$ cat config.mk
export PLATFORM = sky130hd
export DESIGN_NAME = welford_baseline_zscore_core_flat
export DESIGN_NICKNAME = d
export VERILOG_FILES = /design/src/sv/wbz_pkg.sv /design/src/sv/wbz_if.sv /design/src/sv/welford_baseline_zscore_core.sv /design/src/sv/wbz_div.sv /design/src/sv/wbz_sqrt.sv /design/src/flat_wrapper.sv
export SDC_FILE = /design/constraint.sdc
export NUM_CORES = 2
export LEC_CHECK = 0
export BUFFER_PORTS_ARGS = -buffer_cell sky130_fd_sc_hd__buf_2
export CAP_MARGIN = 30
export CORE_MARGIN = 2
export CORE_UTILIZATION = 60
export DETAILED_ROUTE_END_ITERATION = 7
export PLACE_DENSITY = 0.84
export SYNTH_ARGS = -nofsm -noshare
export SYNTH_HDL_FRONTEND = slang
export SYNTH_SLANG_ARGS = --single-unit
$ cat constraint.sdc
create_clock -name clk -period 15.2 [get_ports clk]
set_clock_uncertainty 0.15 [all_clocks]
set_input_delay 3.04 -clock clk [delete_from_list [all_inputs] [get_ports clk]]
set_output_delay 3.04 -clock clk [all_outputs]
set_load 0.01 [all_outputs]
$ cat src/sv/wbz_pkg.sv
// ----------------------------------------------------------------------------
// Welford baseline package
// Shared types, codes and constants of the running mean/variance z-score block.
// ----------------------------------------------------------------------------
package wbz_pkg;

  // Field widths fixed by the item format.
  localparam int VAL_W     = 32;
  localparam int IDX_W     = 4;
  localparam int OP_W      = 2;
  localparam int CFG_W     = 16;
  localparam int CFG_IDX_W = 1;

  // Operation codes.
  localparam logic [OP_W-1:0] OP_UPDATE = 2'd0;
  localparam logic [OP_W-1:0] OP_ZSCORE = 2'd1;
  localparam logic [OP_W-1:0] OP_CLEAR  = 2'd2;

  // Configuration register indexes.
  localparam logic [CFG_IDX_W-1:0] CFG_WINDOWS_PER_DAY = 1'd0;
  localparam logic [CFG_IDX_W-1:0] CFG_CALIB_DAYS      = 1'd1;

  localparam logic [CFG_W-1:0] WPD_RESET   = 16'd1440;
  localparam logic [CFG_W-1:0] CALIB_RESET = 16'd7;

  // Sequencer states.
  typedef enum logic [3:0] {
    ST_IDLE,
    ST_READ,
    ST_U_DIV,
    ST_U_DIVW,
    ST_U_MAG,
    ST_U_MUL,
    ST_U_WB,
    ST_Z_VAR,
    ST_Z_VARW,
    ST_Z_SQ,
    ST_Z_SQW,
    ST_Z_DIV,
    ST_Z_DIVW,
    ST_DONE
  } wbz_state_t;

  // Divider request and response.
  typedef struct packed {
    logic        start;
    logic [63:0] dividend;
    logic [31:0] divisor;
  } wbz_div_req_t;

  typedef struct packed {
    logic        done;
    logic [63:0] quotient;
  } wbz_div_rsp_t;

  // Square root request and response.
  typedef struct packed {
    logic        start;
    logic [63:0] value;
  } wbz_sqrt_req_t;

  typedef struct packed {
    logic        done;
    logic [31:0] root;
  } wbz_sqrt_rsp_t;

  // Magnitude of a 34-bit signed value that stays within +/- 2^32.
  function automatic logic [32:0] mag34(input logic [33:0] v);
    logic [33:0] n;
    n = 34'd0 - v;
    return v[33] ? n[32:0] : v[32:0];
  endfunction

endpackage

$ cat src/sv/wbz_if.sv
// ----------------------------------------------------------------------------
// Welford baseline channels
// Valid/ready channels for input items, result items and register writes.
// ----------------------------------------------------------------------------
interface wbz_in_if;
  logic        valid;
  logic        ready;
  logic [1:0]  op;
  logic [3:0]  feature_index;
  logic [31:0] feature_value;
  logic        value_missing;

  modport source (output valid, op, feature_index, feature_value, value_missing,
                  input ready);
  modport sink (input valid, op, feature_index, feature_value, value_missing,
                output ready);
endinterface

interface wbz_out_if;
  logic        valid;
  logic        ready;
  logic [31:0] z_score;
  logic        z_present;
  logic        baseline_valid;
  logic [31:0] window_count;

  modport source (output valid, z_score, z_present, baseline_valid, window_count,
                  input ready);
  modport sink (input valid, z_score, z_present, baseline_valid, window_count,
                output ready);
endinterface

interface wbz_cfg_if;
  logic        valid;
  logic        ready;
  logic [0:0]  index;
  logic [15:0] data;

  modport source (output valid, index, data, input ready);
  modport sink (input valid, index, data, output ready);
endinterface

$ cat src/sv/welford_baseline_zscore_core.sv
// ----------------------------------------------------------------------------
// Welford baseline z-score core
// Per-feature running mean and squared deviation sum with z-score requests.
// ----------------------------------------------------------------------------
// The block takes one item at a time and returns one result beat for each.
// An update runs a 64-step bit-serial division of the deviation by the
// window count, then a 33-step shift-add product. A z-score request runs a
// 64-step division of the squared deviation sum by n-1, a 32-step square
// root and a second 64-step division. The divider is shared and produces
// one quotient bit per cycle. Clear items, skipped updates and z-score
// requests that fail the accept checks go straight from idle to done. A new
// item is taken while the previous result still waits in the output
// register. The store's valid bits clear at reset or on a clear item.
module welford_baseline_zscore_core #(
  parameter int NUM_FEATURES = 16
) (
  input  logic       clk,
  input  logic       rst_n,
  wbz_in_if.sink     in_ch,
  wbz_out_if.source  out_ch,
  wbz_cfg_if.sink    cfg_ch
);
  import wbz_pkg::*;

  localparam int AW = (NUM_FEATURES > 1) ? $clog2(NUM_FEATURES) : 1;

  // Sequencer.
  wbz_state_t state_r, state_nxt;

  // Registers and counters.
  logic [CFG_W-1:0] wpd_r;
  logic [CFG_W-1:0] calib_r;
  logic [31:0]      ws_r;
  logic [15:0]      wid_r;
  logic [15:0]      days_r;
  logic             vflag_r;

  // Store.
  logic [31:0]             mean_mem [NUM_FEATURES];
  logic [63:0]             m2_mem   [NUM_FEATURES];
  logic [NUM_FEATURES-1:0] entry_vld_r;

  // Item and working registers.
  logic [AW-1:0] addr_r;
  logic [31:0]   x_r;
  logic          miss_r;
  logic          op_is_upd_r;
  logic [31:0]   mean_rd_r;
  logic [63:0]   m2_rd_r;
  logic          vld_rd_r;
  logic [31:0]   mean_r;
  logic [63:0]   m2_r;
  logic [33:0]   d_r;
  logic [31:0]   nm_r;
  logic [65:0]   mcand_r;
  logic [32:0]   mplier_r;
  logic [65:0]   acc_r;
  logic [5:0]    mul_cnt_r;
  logic [31:0]   z_r;
  logic          zp_r;

  // Output register.
  logic        out_valid_r;
  logic [31:0] out_z_r;
  logic        out_zp_r;
  logic        out_bv_r;
  logic [31:0] out_wc_r;

  // Arithmetic units.
  wbz_div_req_t  div_req;
  wbz_div_rsp_t  div_rsp;
  wbz_sqrt_req_t sqrt_req;
  wbz_sqrt_rsp_t sqrt_rsp;

  wbz_div u_div (
    .clk   (clk),
    .rst_n (rst_n),
    .req   (div_req),
    .rsp   (div_rsp)
  );

  wbz_sqrt u_sqrt (
    .clk   (clk),
    .rst_n (rst_n),
    .req   (sqrt_req),
    .rsp   (sqrt_rsp)
  );

  // Accept-time decode.
  logic          in_fire;
  logic          out_free;
  logic          start_win;
  logic          in_range;
  logic [31:0]   ws_inc;
  logic [31:0]   ws_after;
  logic [16:0]   wid_next;
  logic          day_done;
  logic [15:0]   days_inc;
  logic          go_upd;
  logic          go_z;
  logic [AW-1:0] in_addr;

  assign in_fire   = in_ch.valid && in_ch.ready;
  assign out_free  = !out_valid_r || out_ch.ready;
  assign start_win = (in_ch.op == OP_UPDATE) && (in_ch.feature_index == 4'd0);
  assign in_range  = (32'(in_ch.feature_index) < 32'(NUM_FEATURES));
  assign in_addr   = AW'(in_ch.feature_index);
  assign ws_inc    = (ws_r == 32'hFFFF_FFFF) ? ws_r : ws_r + 32'd1;
  assign ws_after  = start_win ? ws_inc : ws_r;
  assign wid_next  = {1'b0, wid_r} + 17'd1;
  assign day_done  = (wid_next >= {1'b0, wpd_r});
  assign days_inc  = (days_r == 16'hFFFF) ? days_r : days_r + 16'd1;
  assign go_upd    = (in_ch.op == OP_UPDATE) && !in_ch.value_missing && in_range &&
                     (ws_after != 32'd0);
  assign go_z      = (in_ch.op == OP_ZSCORE) && vflag_r && (ws_r >= 32'd2) && in_range;

  // Datapath helpers.
  logic [32:0] d_mag;
  logic [32:0] q_lo;
  logic [33:0] nm_sum;
  logic [32:0] b_mag;
  logic [63:0] prod_sat;
  logic [64:0] m2_sum;
  logic [63:0] m2_new;
  logic [63:0] zq;
  logic [31:0] z_sat;

  assign d_mag    = mag34(d_r);
  assign q_lo     = div_rsp.quotient[32:0];
  assign nm_sum   = {{2{mean_r[31]}}, mean_r} + (d_r[33] ? (34'd0 - {1'b0, q_lo})
                                                          : {1'b0, q_lo});
  assign b_mag    = mag34({{2{x_r[31]}}, x_r} - {{2{nm_r[31]}}, nm_r});
  assign prod_sat = (acc_r[65:64] != 2'b00) ? 64'hFFFF_FFFF_FFFF_FFFF : acc_r[63:0];
  assign m2_sum   = {1'b0, m2_r} + {1'b0, prod_sat};
  assign m2_new   = m2_sum[64] ? 64'hFFFF_FFFF_FFFF_FFFF : m2_sum[63:0];
  assign zq       = div_rsp.quotient;

  // Saturate the quotient into the signed result range.
  always_comb begin
    if (!d_r[33]) begin
      z_sat = (zq > 64'h7FFF_FFFF) ? 32'h7FFF_FFFF : zq[31:0];
    end else if (zq >= 64'h8000_0000) begin
      z_sat = 32'h8000_0000;
    end else begin
      z_sat = 32'd0 - zq[31:0];
    end
  end

  // Next state.
  always_comb begin
    state_nxt = state_r;
    case (state_r)
      ST_IDLE: begin
        if (in_fire) begin
          state_nxt = (go_upd || go_z) ? ST_READ : ST_DONE;
        end
      end
      ST_READ:   state_nxt = (op_is_upd_r) ? ST_U_DIV : ST_Z_VAR;
      ST_U_DIV:  state_nxt = ST_U_DIVW;
      ST_U_DIVW: state_nxt = div_rsp.done ? ST_U_MAG : ST_U_DIVW;
      ST_U_MAG:  state_nxt = ST_U_MUL;
      ST_U_MUL:  state_nxt = (mul_cnt_r == 6'd32) ? ST_U_WB : ST_U_MUL;
      ST_U_WB:   state_nxt = ST_DONE;
      ST_Z_VAR:  state_nxt = ST_Z_VARW;
      ST_Z_VARW: state_nxt = div_rsp.done ? ST_Z_SQ : ST_Z_VARW;
      ST_Z_SQ:   state_nxt = ST_Z_SQW;
      ST_Z_SQW: begin
        if (sqrt_rsp.done) begin
          state_nxt = ((sqrt_rsp.root == 32'd0) || miss_r) ? ST_DONE : ST_Z_DIV;
        end
      end
      ST_Z_DIV:  state_nxt = ST_Z_DIVW;
      ST_Z_DIVW: state_nxt = div_rsp.done ? ST_DONE : ST_Z_DIVW;
      ST_DONE:   state_nxt = out_free ? ST_IDLE : ST_DONE;
      default:   state_nxt = ST_IDLE;
    endcase
  end

  // Control outputs.
  always_comb begin
    in_ch.ready       = (state_r == ST_IDLE);
    div_req.start     = 1'b0;
    div_req.dividend  = {31'd0, d_mag};
    div_req.divisor   = ws_r;
    sqrt_req.start    = (state_r == ST_Z_SQ);
    sqrt_req.value    = div_rsp.quotient;
    case (state_r)
      ST_U_DIV: begin
        div_req.start = 1'b1;
      end
      ST_Z_VAR: begin
        div_req.start    = 1'b1;
        div_req.dividend = m2_r;
        div_req.divisor  = ws_r - 32'd1;
      end
      ST_Z_DIV: begin
        div_req.start    = 1'b1;
        div_req.dividend = {15'd0, d_mag, 16'd0};
        div_req.divisor  = sqrt_rsp.root;
      end
      default: begin
        div_req.start = 1'b0;
      end
    endcase
  end

  // Control state, counters and valid bits.
  always_ff @(posedge clk) begin
    if (!rst_n) begin
      state_r     <= ST_IDLE;
      wpd_r       <= WPD_RESET;
      calib_r     <= CALIB_RESET;
      ws_r        <= '0;
      wid_r       <= '0;
      days_r      <= '0;
      vflag_r     <= 1'b0;
      entry_vld_r <= '0;
      out_valid_r <= 1'b0;
    end else begin
      state_r <= state_nxt;

      // Register writes.
      if (cfg_ch.valid && cfg_ch.ready) begin
        case (cfg_ch.index)
          CFG_WINDOWS_PER_DAY: wpd_r   <= cfg_ch.data;
          CFG_CALIB_DAYS:      calib_r <= cfg_ch.data;
          default: begin
          end
        endcase
      end

      // Window and day counting, or clearing the store.
      if (in_fire) begin
        if (in_ch.op == OP_CLEAR) begin
          ws_r        <= '0;
          wid_r       <= '0;
          days_r      <= '0;
          vflag_r     <= 1'b0;
          entry_vld_r <= '0;
        end else if (start_win) begin
          ws_r <= ws_inc;
          if (day_done) begin
            wid_r  <= '0;
            days_r <= days_inc;
            if (days_inc >= calib_r) begin
              vflag_r <= 1'b1;
            end
          end else begin
            wid_r <= wid_next[15:0];
          end
        end
      end

      if (state_r == ST_U_WB) begin
        entry_vld_r[addr_r] <= 1'b1;
      end

      // Output beat handshake.
      if (out_valid_r && out_ch.ready) begin
        out_valid_r <= 1'b0;
      end
      if ((state_r == ST_DONE) && out_free) begin
        out_valid_r <= 1'b1;
      end
    end
  end

  // Store write and registered read.
  always_ff @(posedge clk) begin
    if (state_r == ST_U_WB) begin
      mean_mem[addr_r] <= nm_r;
      m2_mem[addr_r]   <= m2_new;
    end
    if (in_fire) begin
      mean_rd_r <= mean_mem[in_addr];
      m2_rd_r   <= m2_mem[in_addr];
      vld_rd_r  <= entry_vld_r[in_addr];
    end
  end

  // Working registers.
  always_ff @(posedge clk) begin
    if (in_fire) begin
      addr_r      <= in_addr;
      x_r         <= in_ch.feature_value;
      miss_r      <= in_ch.value_missing;
      op_is_upd_r <= (in_ch.op == OP_UPDATE);
      z_r         <= '0;
      zp_r        <= 1'b0;
    end
    case (state_r)
      ST_READ: begin
        mean_r <= vld_rd_r ? mean_rd_r : 32'd0;
        m2_r   <= vld_rd_r ? m2_rd_r : 64'd0;
        d_r    <= {{2{x_r[31]}}, x_r} -
                  (vld_rd_r ? {{2{mean_rd_r[31]}}, mean_rd_r} : 34'd0);
      end
      ST_U_DIVW: begin
        if (div_rsp.done) begin
          nm_r <= nm_sum[31:0];
        end
      end
      ST_U_MAG: begin
        mcand_r   <= {33'd0, b_mag};
        mplier_r  <= d_mag;
        acc_r     <= '0;
        mul_cnt_r <= '0;
      end
      ST_U_MUL: begin
        if (mplier_r[0]) begin
          acc_r <= acc_r + mcand_r;
        end
        mcand_r   <= {mcand_r[64:0], 1'b0};
        mplier_r  <= {1'b0, mplier_r[32:1]};
        mul_cnt_r <= mul_cnt_r + 6'd1;
      end
      ST_Z_SQW: begin
        if (sqrt_rsp.done && (sqrt_rsp.root == 32'd0)) begin
          zp_r <= 1'b1;
        end
      end
      ST_Z_DIVW: begin
        if (div_rsp.done) begin
          z_r  <= z_sat;
          zp_r <= 1'b1;
        end
      end
      default: begin
      end
    endcase
  end

  // Output payload.
  always_ff @(posedge clk) begin
    if ((state_r == ST_DONE) && out_free) begin
      out_z_r  <= z_r;
      out_zp_r <= zp_r;
      out_bv_r <= vflag_r;
      out_wc_r <= ws_r;
    end
  end

  assign cfg_ch.ready          = 1'b1;
  assign out_ch.valid          = out_valid_r;
  assign out_ch.z_score        = out_z_r;
  assign out_ch.z_present      = out_zp_r;
  assign out_ch.baseline_valid = out_bv_r;
  assign out_ch.window_count   = out_wc_r;

endmodule

$ cat src/sv/wbz_div.sv
// ----------------------------------------------------------------------------
// Welford baseline divider
// Restoring 64-by-32 unsigned divider, one quotient bit per cycle.
// ----------------------------------------------------------------------------
module wbz_div (
  input  logic                  clk,
  input  logic                  rst_n,
  input  wbz_pkg::wbz_div_req_t req,
  output wbz_pkg::wbz_div_rsp_t rsp
);
  import wbz_pkg::*;

  logic        busy_r;
  logic        done_r;
  logic [5:0]  cnt_r;
  logic [63:0] num_r;
  logic [31:0] rem_r;
  logic [31:0] dsr_r;
  logic [32:0] trial;
  logic [32:0] diff;
  logic        ge;

  // One trial subtraction per cycle.
  assign trial = {rem_r, num_r[63]};
  assign diff  = trial - {1'b0, dsr_r};
  assign ge    = (trial >= {1'b0, dsr_r});

  // Control.
  always_ff @(posedge clk) begin
    if (!rst_n) begin
      busy_r <= 1'b0;
      done_r <= 1'b0;
      cnt_r  <= '0;
    end else begin
      done_r <= 1'b0;
      if (req.start) begin
        busy_r <= 1'b1;
        cnt_r  <= '0;
      end else if (busy_r) begin
        cnt_r <= cnt_r + 6'd1;
        if (cnt_r == 6'd63) begin
          busy_r <= 1'b0;
          done_r <= 1'b1;
        end
      end
    end
  end

  // Shift registers: the dividend shifts out while quotient bits shift in.
  always_ff @(posedge clk) begin
    if (req.start) begin
      num_r <= req.dividend;
      rem_r <= '0;
      dsr_r <= req.divisor;
    end else if (busy_r) begin
      num_r <= {num_r[62:0], ge};
      rem_r <= ge ? diff[31:0] : trial[31:0];
    end
  end

  assign rsp.done     = done_r;
  assign rsp.quotient = num_r;

endmodule

$ cat src/sv/wbz_sqrt.sv
// ----------------------------------------------------------------------------
// Welford baseline square root
// Digit-by-digit integer square root of a 64-bit value, one root bit per cycle.
// ----------------------------------------------------------------------------
module wbz_sqrt (
  input  logic                   clk,
  input  logic                   rst_n,
  input  wbz_pkg::wbz_sqrt_req_t req,
  output wbz_pkg::wbz_sqrt_rsp_t rsp
);
  import wbz_pkg::*;

  logic        busy_r;
  logic        done_r;
  logic [4:0]  cnt_r;
  logic [63:0] val_r;
  logic [32:0] rem_r;
  logic [31:0] root_r;
  logic [34:0] rem_sh;
  logic [34:0] trial;
  logic [34:0] diff;
  logic        ge;

  // Bring down two bits and try the next root bit.
  assign rem_sh = {rem_r, val_r[63:62]};
  assign trial  = {1'b0, root_r, 2'b01};
  assign diff   = rem_sh - trial;
  assign ge     = (rem_sh >= trial);

  // Control.
  always_ff @(posedge clk) begin
    if (!rst_n) begin
      busy_r <= 1'b0;
      done_r <= 1'b0;
      cnt_r  <= '0;
    end else begin
      done_r <= 1'b0;
      if (req.start) begin
        busy_r <= 1'b1;
        cnt_r  <= '0;
      end else if (busy_r) begin
        cnt_r <= cnt_r + 5'd1;
        if (cnt_r == 5'd31) begin
          busy_r <= 1'b0;
          done_r <= 1'b1;
        end
      end
    end
  end

  // Operand and partial root.
  always_ff @(posedge clk) begin
    if (req.start) begin
      val_r  <= req.value;
      rem_r  <= '0;
      root_r <= '0;
    end else if (busy_r) begin
      val_r  <= {val_r[61:0], 2'b00};
      rem_r  <= ge ? diff[32:0] : rem_sh[32:0];
      root_r <= {root_r[30:0], ge};
    end
  end

  assign rsp.done = done_r;
  assign rsp.root = root_r;

endmodule
$ cat src/flat_wrapper.sv
// flat-port wrapper written by rule: the top's interface ports become plain ports
module welford_baseline_zscore_core_flat import wbz_pkg::*;
#(
  parameter int NUM_FEATURES = 16
)
  (clk, rst_n, in_ch_valid, in_ch_op, in_ch_feature_index, in_ch_feature_value, in_ch_value_missing, in_ch_ready, out_ch_valid, out_ch_z_score, out_ch_z_present, out_ch_baseline_valid, out_ch_window_count, out_ch_ready, cfg_ch_valid, cfg_ch_index, cfg_ch_data, cfg_ch_ready);
  wbz_in_if in_ch_i ();
  wbz_out_if out_ch_i ();
  wbz_cfg_if cfg_ch_i ();
  input  logic clk;
  input  logic rst_n;
  input wire logic [$bits(in_ch_i.valid)-1:0] in_ch_valid;
  input wire logic [$bits(in_ch_i.op)-1:0] in_ch_op;
  input wire logic [$bits(in_ch_i.feature_index)-1:0] in_ch_feature_index;
  input wire logic [$bits(in_ch_i.feature_value)-1:0] in_ch_feature_value;
  input wire logic [$bits(in_ch_i.value_missing)-1:0] in_ch_value_missing;
  output wire logic [$bits(in_ch_i.ready)-1:0] in_ch_ready;
  output wire logic [$bits(out_ch_i.valid)-1:0] out_ch_valid;
  output wire logic [$bits(out_ch_i.z_score)-1:0] out_ch_z_score;
  output wire logic [$bits(out_ch_i.z_present)-1:0] out_ch_z_present;
  output wire logic [$bits(out_ch_i.baseline_valid)-1:0] out_ch_baseline_valid;
  output wire logic [$bits(out_ch_i.window_count)-1:0] out_ch_window_count;
  input wire logic [$bits(out_ch_i.ready)-1:0] out_ch_ready;
  input wire logic [$bits(cfg_ch_i.valid)-1:0] cfg_ch_valid;
  input wire logic [$bits(cfg_ch_i.index)-1:0] cfg_ch_index;
  input wire logic [$bits(cfg_ch_i.data)-1:0] cfg_ch_data;
  output wire logic [$bits(cfg_ch_i.ready)-1:0] cfg_ch_ready;
  assign in_ch_i.valid = in_ch_valid;
  assign in_ch_i.op = in_ch_op;
  assign in_ch_i.feature_index = in_ch_feature_index;
  assign in_ch_i.feature_value = in_ch_feature_value;
  assign in_ch_i.value_missing = in_ch_value_missing;
  assign in_ch_ready = in_ch_i.ready;
  assign out_ch_valid = out_ch_i.valid;
  assign out_ch_z_score = out_ch_i.z_score;
  assign out_ch_z_present = out_ch_i.z_present;
  assign out_ch_baseline_valid = out_ch_i.baseline_valid;
  assign out_ch_window_count = out_ch_i.window_count;
  assign out_ch_i.ready = out_ch_ready;
  assign cfg_ch_i.valid = cfg_ch_valid;
  assign cfg_ch_i.index = cfg_ch_index;
  assign cfg_ch_i.data = cfg_ch_data;
  assign cfg_ch_ready = cfg_ch_i.ready;
  welford_baseline_zscore_core #(.NUM_FEATURES(NUM_FEATURES)) u_core (.clk(clk), .rst_n(rst_n), .in_ch(in_ch_i), .out_ch(out_ch_i), .cfg_ch(cfg_ch_i));
endmodule
==> run_results.csv <==
group,metric,value,unit
run_status,status,"finished clean",
sta,clock.fmax,137.3,MHz
route,vias,76560,
grt,grt_pass1_vias,74310,
layout,nets,8741,
clock_network,cts_tree,"built",
sta,fin_ws,7.919,ns
placement,place_area,118600,µm²
route,routedWlPerCell,30.58,µm
sta,drv_slew,0,
setup_path,worstPathRequired,15.70,ns
setup_path,path_cells,"buf_8 > buf_12 > buf_4 > buf_16 > buf_4 > buf_4 > buf_16 > mux4_2 > mux4_2",
sta,max_slew.worst_pin.slew,1.140,ns
setup_path,endpoint_kind,"register",
grt,grt_pass1_wl,493.0,mm
sta,setup_viol,0,
logic_synthesis,avgSynthCellArea,13.91,µm²
sta,min_period,7.281,ns
clock_network,insertion_delay,0.93,ns
logic_synthesis,synth_cell_types,89,
setup_path,critPathLaunchType,"input port",
placement,hpwl,203.1,mm
clock_network,h-tree-depth,4,
grt,top_usage_layer,"met2",
clock_network,cts_hold_buf,0,
clock_network,numCtsBuffers,236,
clock_network,postCtsSetupRepairBufs,0,
setup_path,worst_path_most_repeated_cell,"buf_4",
layout,post-route-util,66.55,%
route,firstDrtPassIters,8,
route,drt_iter0_drc,13180,
sta,hold_violations,0,
grt,antenna_found_initial,31,
logic_synthesis,netlist_top_cells_count,"2,230 x edfxtp_1, 727 x nand2_1, 485 x mux4_2, 469 x nor2_1, 451 x a21oi_1",
floorplan,io_pins,130,
floorplan,die_x,441.9,µm
setup_path,critPathKind,"in -> reg",
sta,whs,0.2834,ns
logic_synthesis,synthTopCellsByArea,"edfxtp_1 58%, mux4_2 9.5%, dfxtp_1 4.6%",
grt,use_met3,8.479,%
logic_synthesis,yosysTopAreaCellShare,58.20,%
floorplan,die_h,441.9,µm
logic_synthesis,ys_warn_count,0,
layout,num-fill-cells,12340,
setup_path,cp_max_fo,93,
floorplan,core_area,190400,µm²
clock_network,root_buffer,"clkbuf_16",
power_and_ir_drop,clkPwrFrac,27.6,%
floorplan,die_area,195300,µm²
logic_synthesis,ys.flop_type,"edfxtp_1",
power_and_ir_drop,p_int,14.42,mW
placement,numPortBuffers,128,
floorplan,initial_core_util,60.44,%
worst_hold_path,hold_path.class,"reg -> reg",
layout,finalInstanceArea,126700,µm²
route,via_per_inst,6.925,
logic_synthesis,yosysTopAreaCell,"edfxtp_1",
logic_synthesis,synth_seq_cells,2493,
clock_network,cts_num_sinks,2493,
logic_synthesis,yosysMostFrequentCell,"edfxtp_1",
clock_network,cts_buffer_depth,3,
route,routed_wl,338.1,mm
power_and_ir_drop,power.density_cell_area,174.3,nW/µm²
route,drc,0,
grt,gr-total-overflow,0,
setup_path,worst_ep_arrival_time,7.78,ns
logic_synthesis,synth_nets,8673,
grt,track_usage,33.95,%
clock_network,ctsResizeCount,0,
logic_synthesis,seq_area_frac_synth,62.77,%
clock_network,cts.clk_slew.worst_paths,0.07,ns
power_and_ir_drop,max-vdd-ir-drop,0.1445,mV
grt,grt_max_degree,146,
power_and_ir_drop,power_switching_share,34.72,%
grt,gr-usage-met2,53.11,%
logic_synthesis,synth_cells,8271,
layout,area_growth,10.11,%
grt,grtUsageMet1,45.80,%
logic_synthesis,synth_area,115100,µm²
sta,slew_headroom,23.43,%
route,antenna_left,0,
setup_path,max_stage_delay,0.77,ns
flow_run,max_cap_viol_count,0,
logic_synthesis,synth-edff-count,2230,
power_and_ir_drop,p_sw,7.669,mW
power_and_ir_drop,pwr-share-comb,29.7,%
power_and_ir_drop,power.leakage,43.82,nW
floorplan,rows,160,
placement,post-place-ws,6.388,ns
power_and_ir_drop,seqPwrFrac,42.6,%
logic_synthesis,async_reset_ff_share,0,%
setup_path,critPathSlowestCell,"buf_4",
layout,drive_above_1_share,14.09,%
sta,final.setup.tns,0,ns
sta,min_period_over_period,47.90,%
placement,gp_congestion,0.9726,
sta,rsz0062_at_grt,"no",
[per-layer routing]
| layer | part of all wire, % | routed length [µm] |
|---|---|---|
| met5 | 0.052 | 177 |
| met4 | 4.7 | 16010 |
| met3 | 13 | 44480 |
| met2 | 46 | 156700 |
| met1 | 36 | 120700 |
[power by group through the flow]
| stage | clock network (mW) | registers, mW | logic [mW] |
|---|---|---|---|
| 2_1_floorplan | 0 | 9.25 | 4.47 |
| 3_3_place_gp | 0 | 9.50 | 5.95 |
| 3_5_place_dp | 0 | 9.51 | 6.20 |
| 4_1_cts | 6.11 | 9.38 | 6.35 |
| 5_1_grt | 6.35 | 9.44 | 7.06 |
| 6_report | 6.10 | 9.41 | 6.57 |
[critical path, delay by kind of cell]
kind,cells,cell delay (ns)
multiplexers,2,1.06
buffers and inverters,7,3.30
[cell type report]
cell class	instances	area [µm²]	area share (%)
Sequential cell	2493	72230	57.02
Multi-Input combinational cell	5079	40410	31.90
Clock buffer	290	6289	4.964
Tap cell	2511	3142	2.480
Timing Repair Buffer	263	2006	1.583
Clock inverter	146	1583	1.249
Inverter	266	1006	0.7940
Antenna cell	7	17.52	0.01383
[cells by family (layout without fill, tap and decap cells)]
| family | after synthesis | count (layout) | share of synthesized area, % |
|---|---|---|---|
| xor gates and xnor gates | 374 | 374 | 2.847 |
| other | 1 | 8 | 0.003259 |
| buffers and inverters | 699 | 965 | 2.306 |
| AOI/OAI and AO/OA | 1614 | 1614 | 8.817 |
| muxes | 601 | 601 | 10.51 |
| DFF | 2493 | 2493 | 62.77 |
| adders and majority gates | 341 | 341 | 3.747 |
| and+or+nand+nor | 2148 | 2148 | 8.993 |
[sequential cells by signal, indices dropped and copies added, names as in the netlist, 33 cells and up]
register / count
u_core.mcand_r: 66
u_core.u_sqrt.rem_r: 33
u_core.u_sqrt.val_r: 64
u_core.m2_rd_r: 64
u_core.u_div.num_r: 64
u_core.acc_r: 66
u_core.d_r: 34
u_core.mean_mem: 512
u_core.mplier_r: 33
u_core.m2_mem: 1024
u_core.m2_r: 64
[worst paths after layout]
check        slack [ns]  cells after the start              startpoint                        end
max                7.92                      9  in_ch_feature_index[0]       u_core.mean_rd_r[12]
min                0.28                      0          u_core.z_r[11]  u_core.out_ch.z_score[11]
max reg2reg        8.50                     16        u_core.acc_r[65]      u_core.m2_mem[10][50]
min reg2reg        0.28                      0          u_core.z_r[11]  u_core.out_ch.z_score[11]
[through the flow]
step / power [mW] / instances
4_1_cts: 21.84 / 11040
6_report: 22.08 / 11060
5_1_grt: 22.86 / 11050
2_1_floorplan: 13.72 / 8271
3_3_place_gp: 15.45 / 10590
3_5_place_dp: 15.71 / 10600
[cells in the final DEF, fill, tap and decap left out, types with 127 or more instances in the layout]
cell type and instances:
edfxtp_1 2230, nand2_1 726, mux4_2 485, nor2_1 452, a21oi_1 451, o21ai_0 412, ha_1 335, inv_1 264
dfxtp_1 261, clkbuf_16 241, xnor2_1 223, a21o_1 180, and2_1 165, xor2_1 151, buf_2 127
Note: power is estimated with default switching activity, not from simulation.
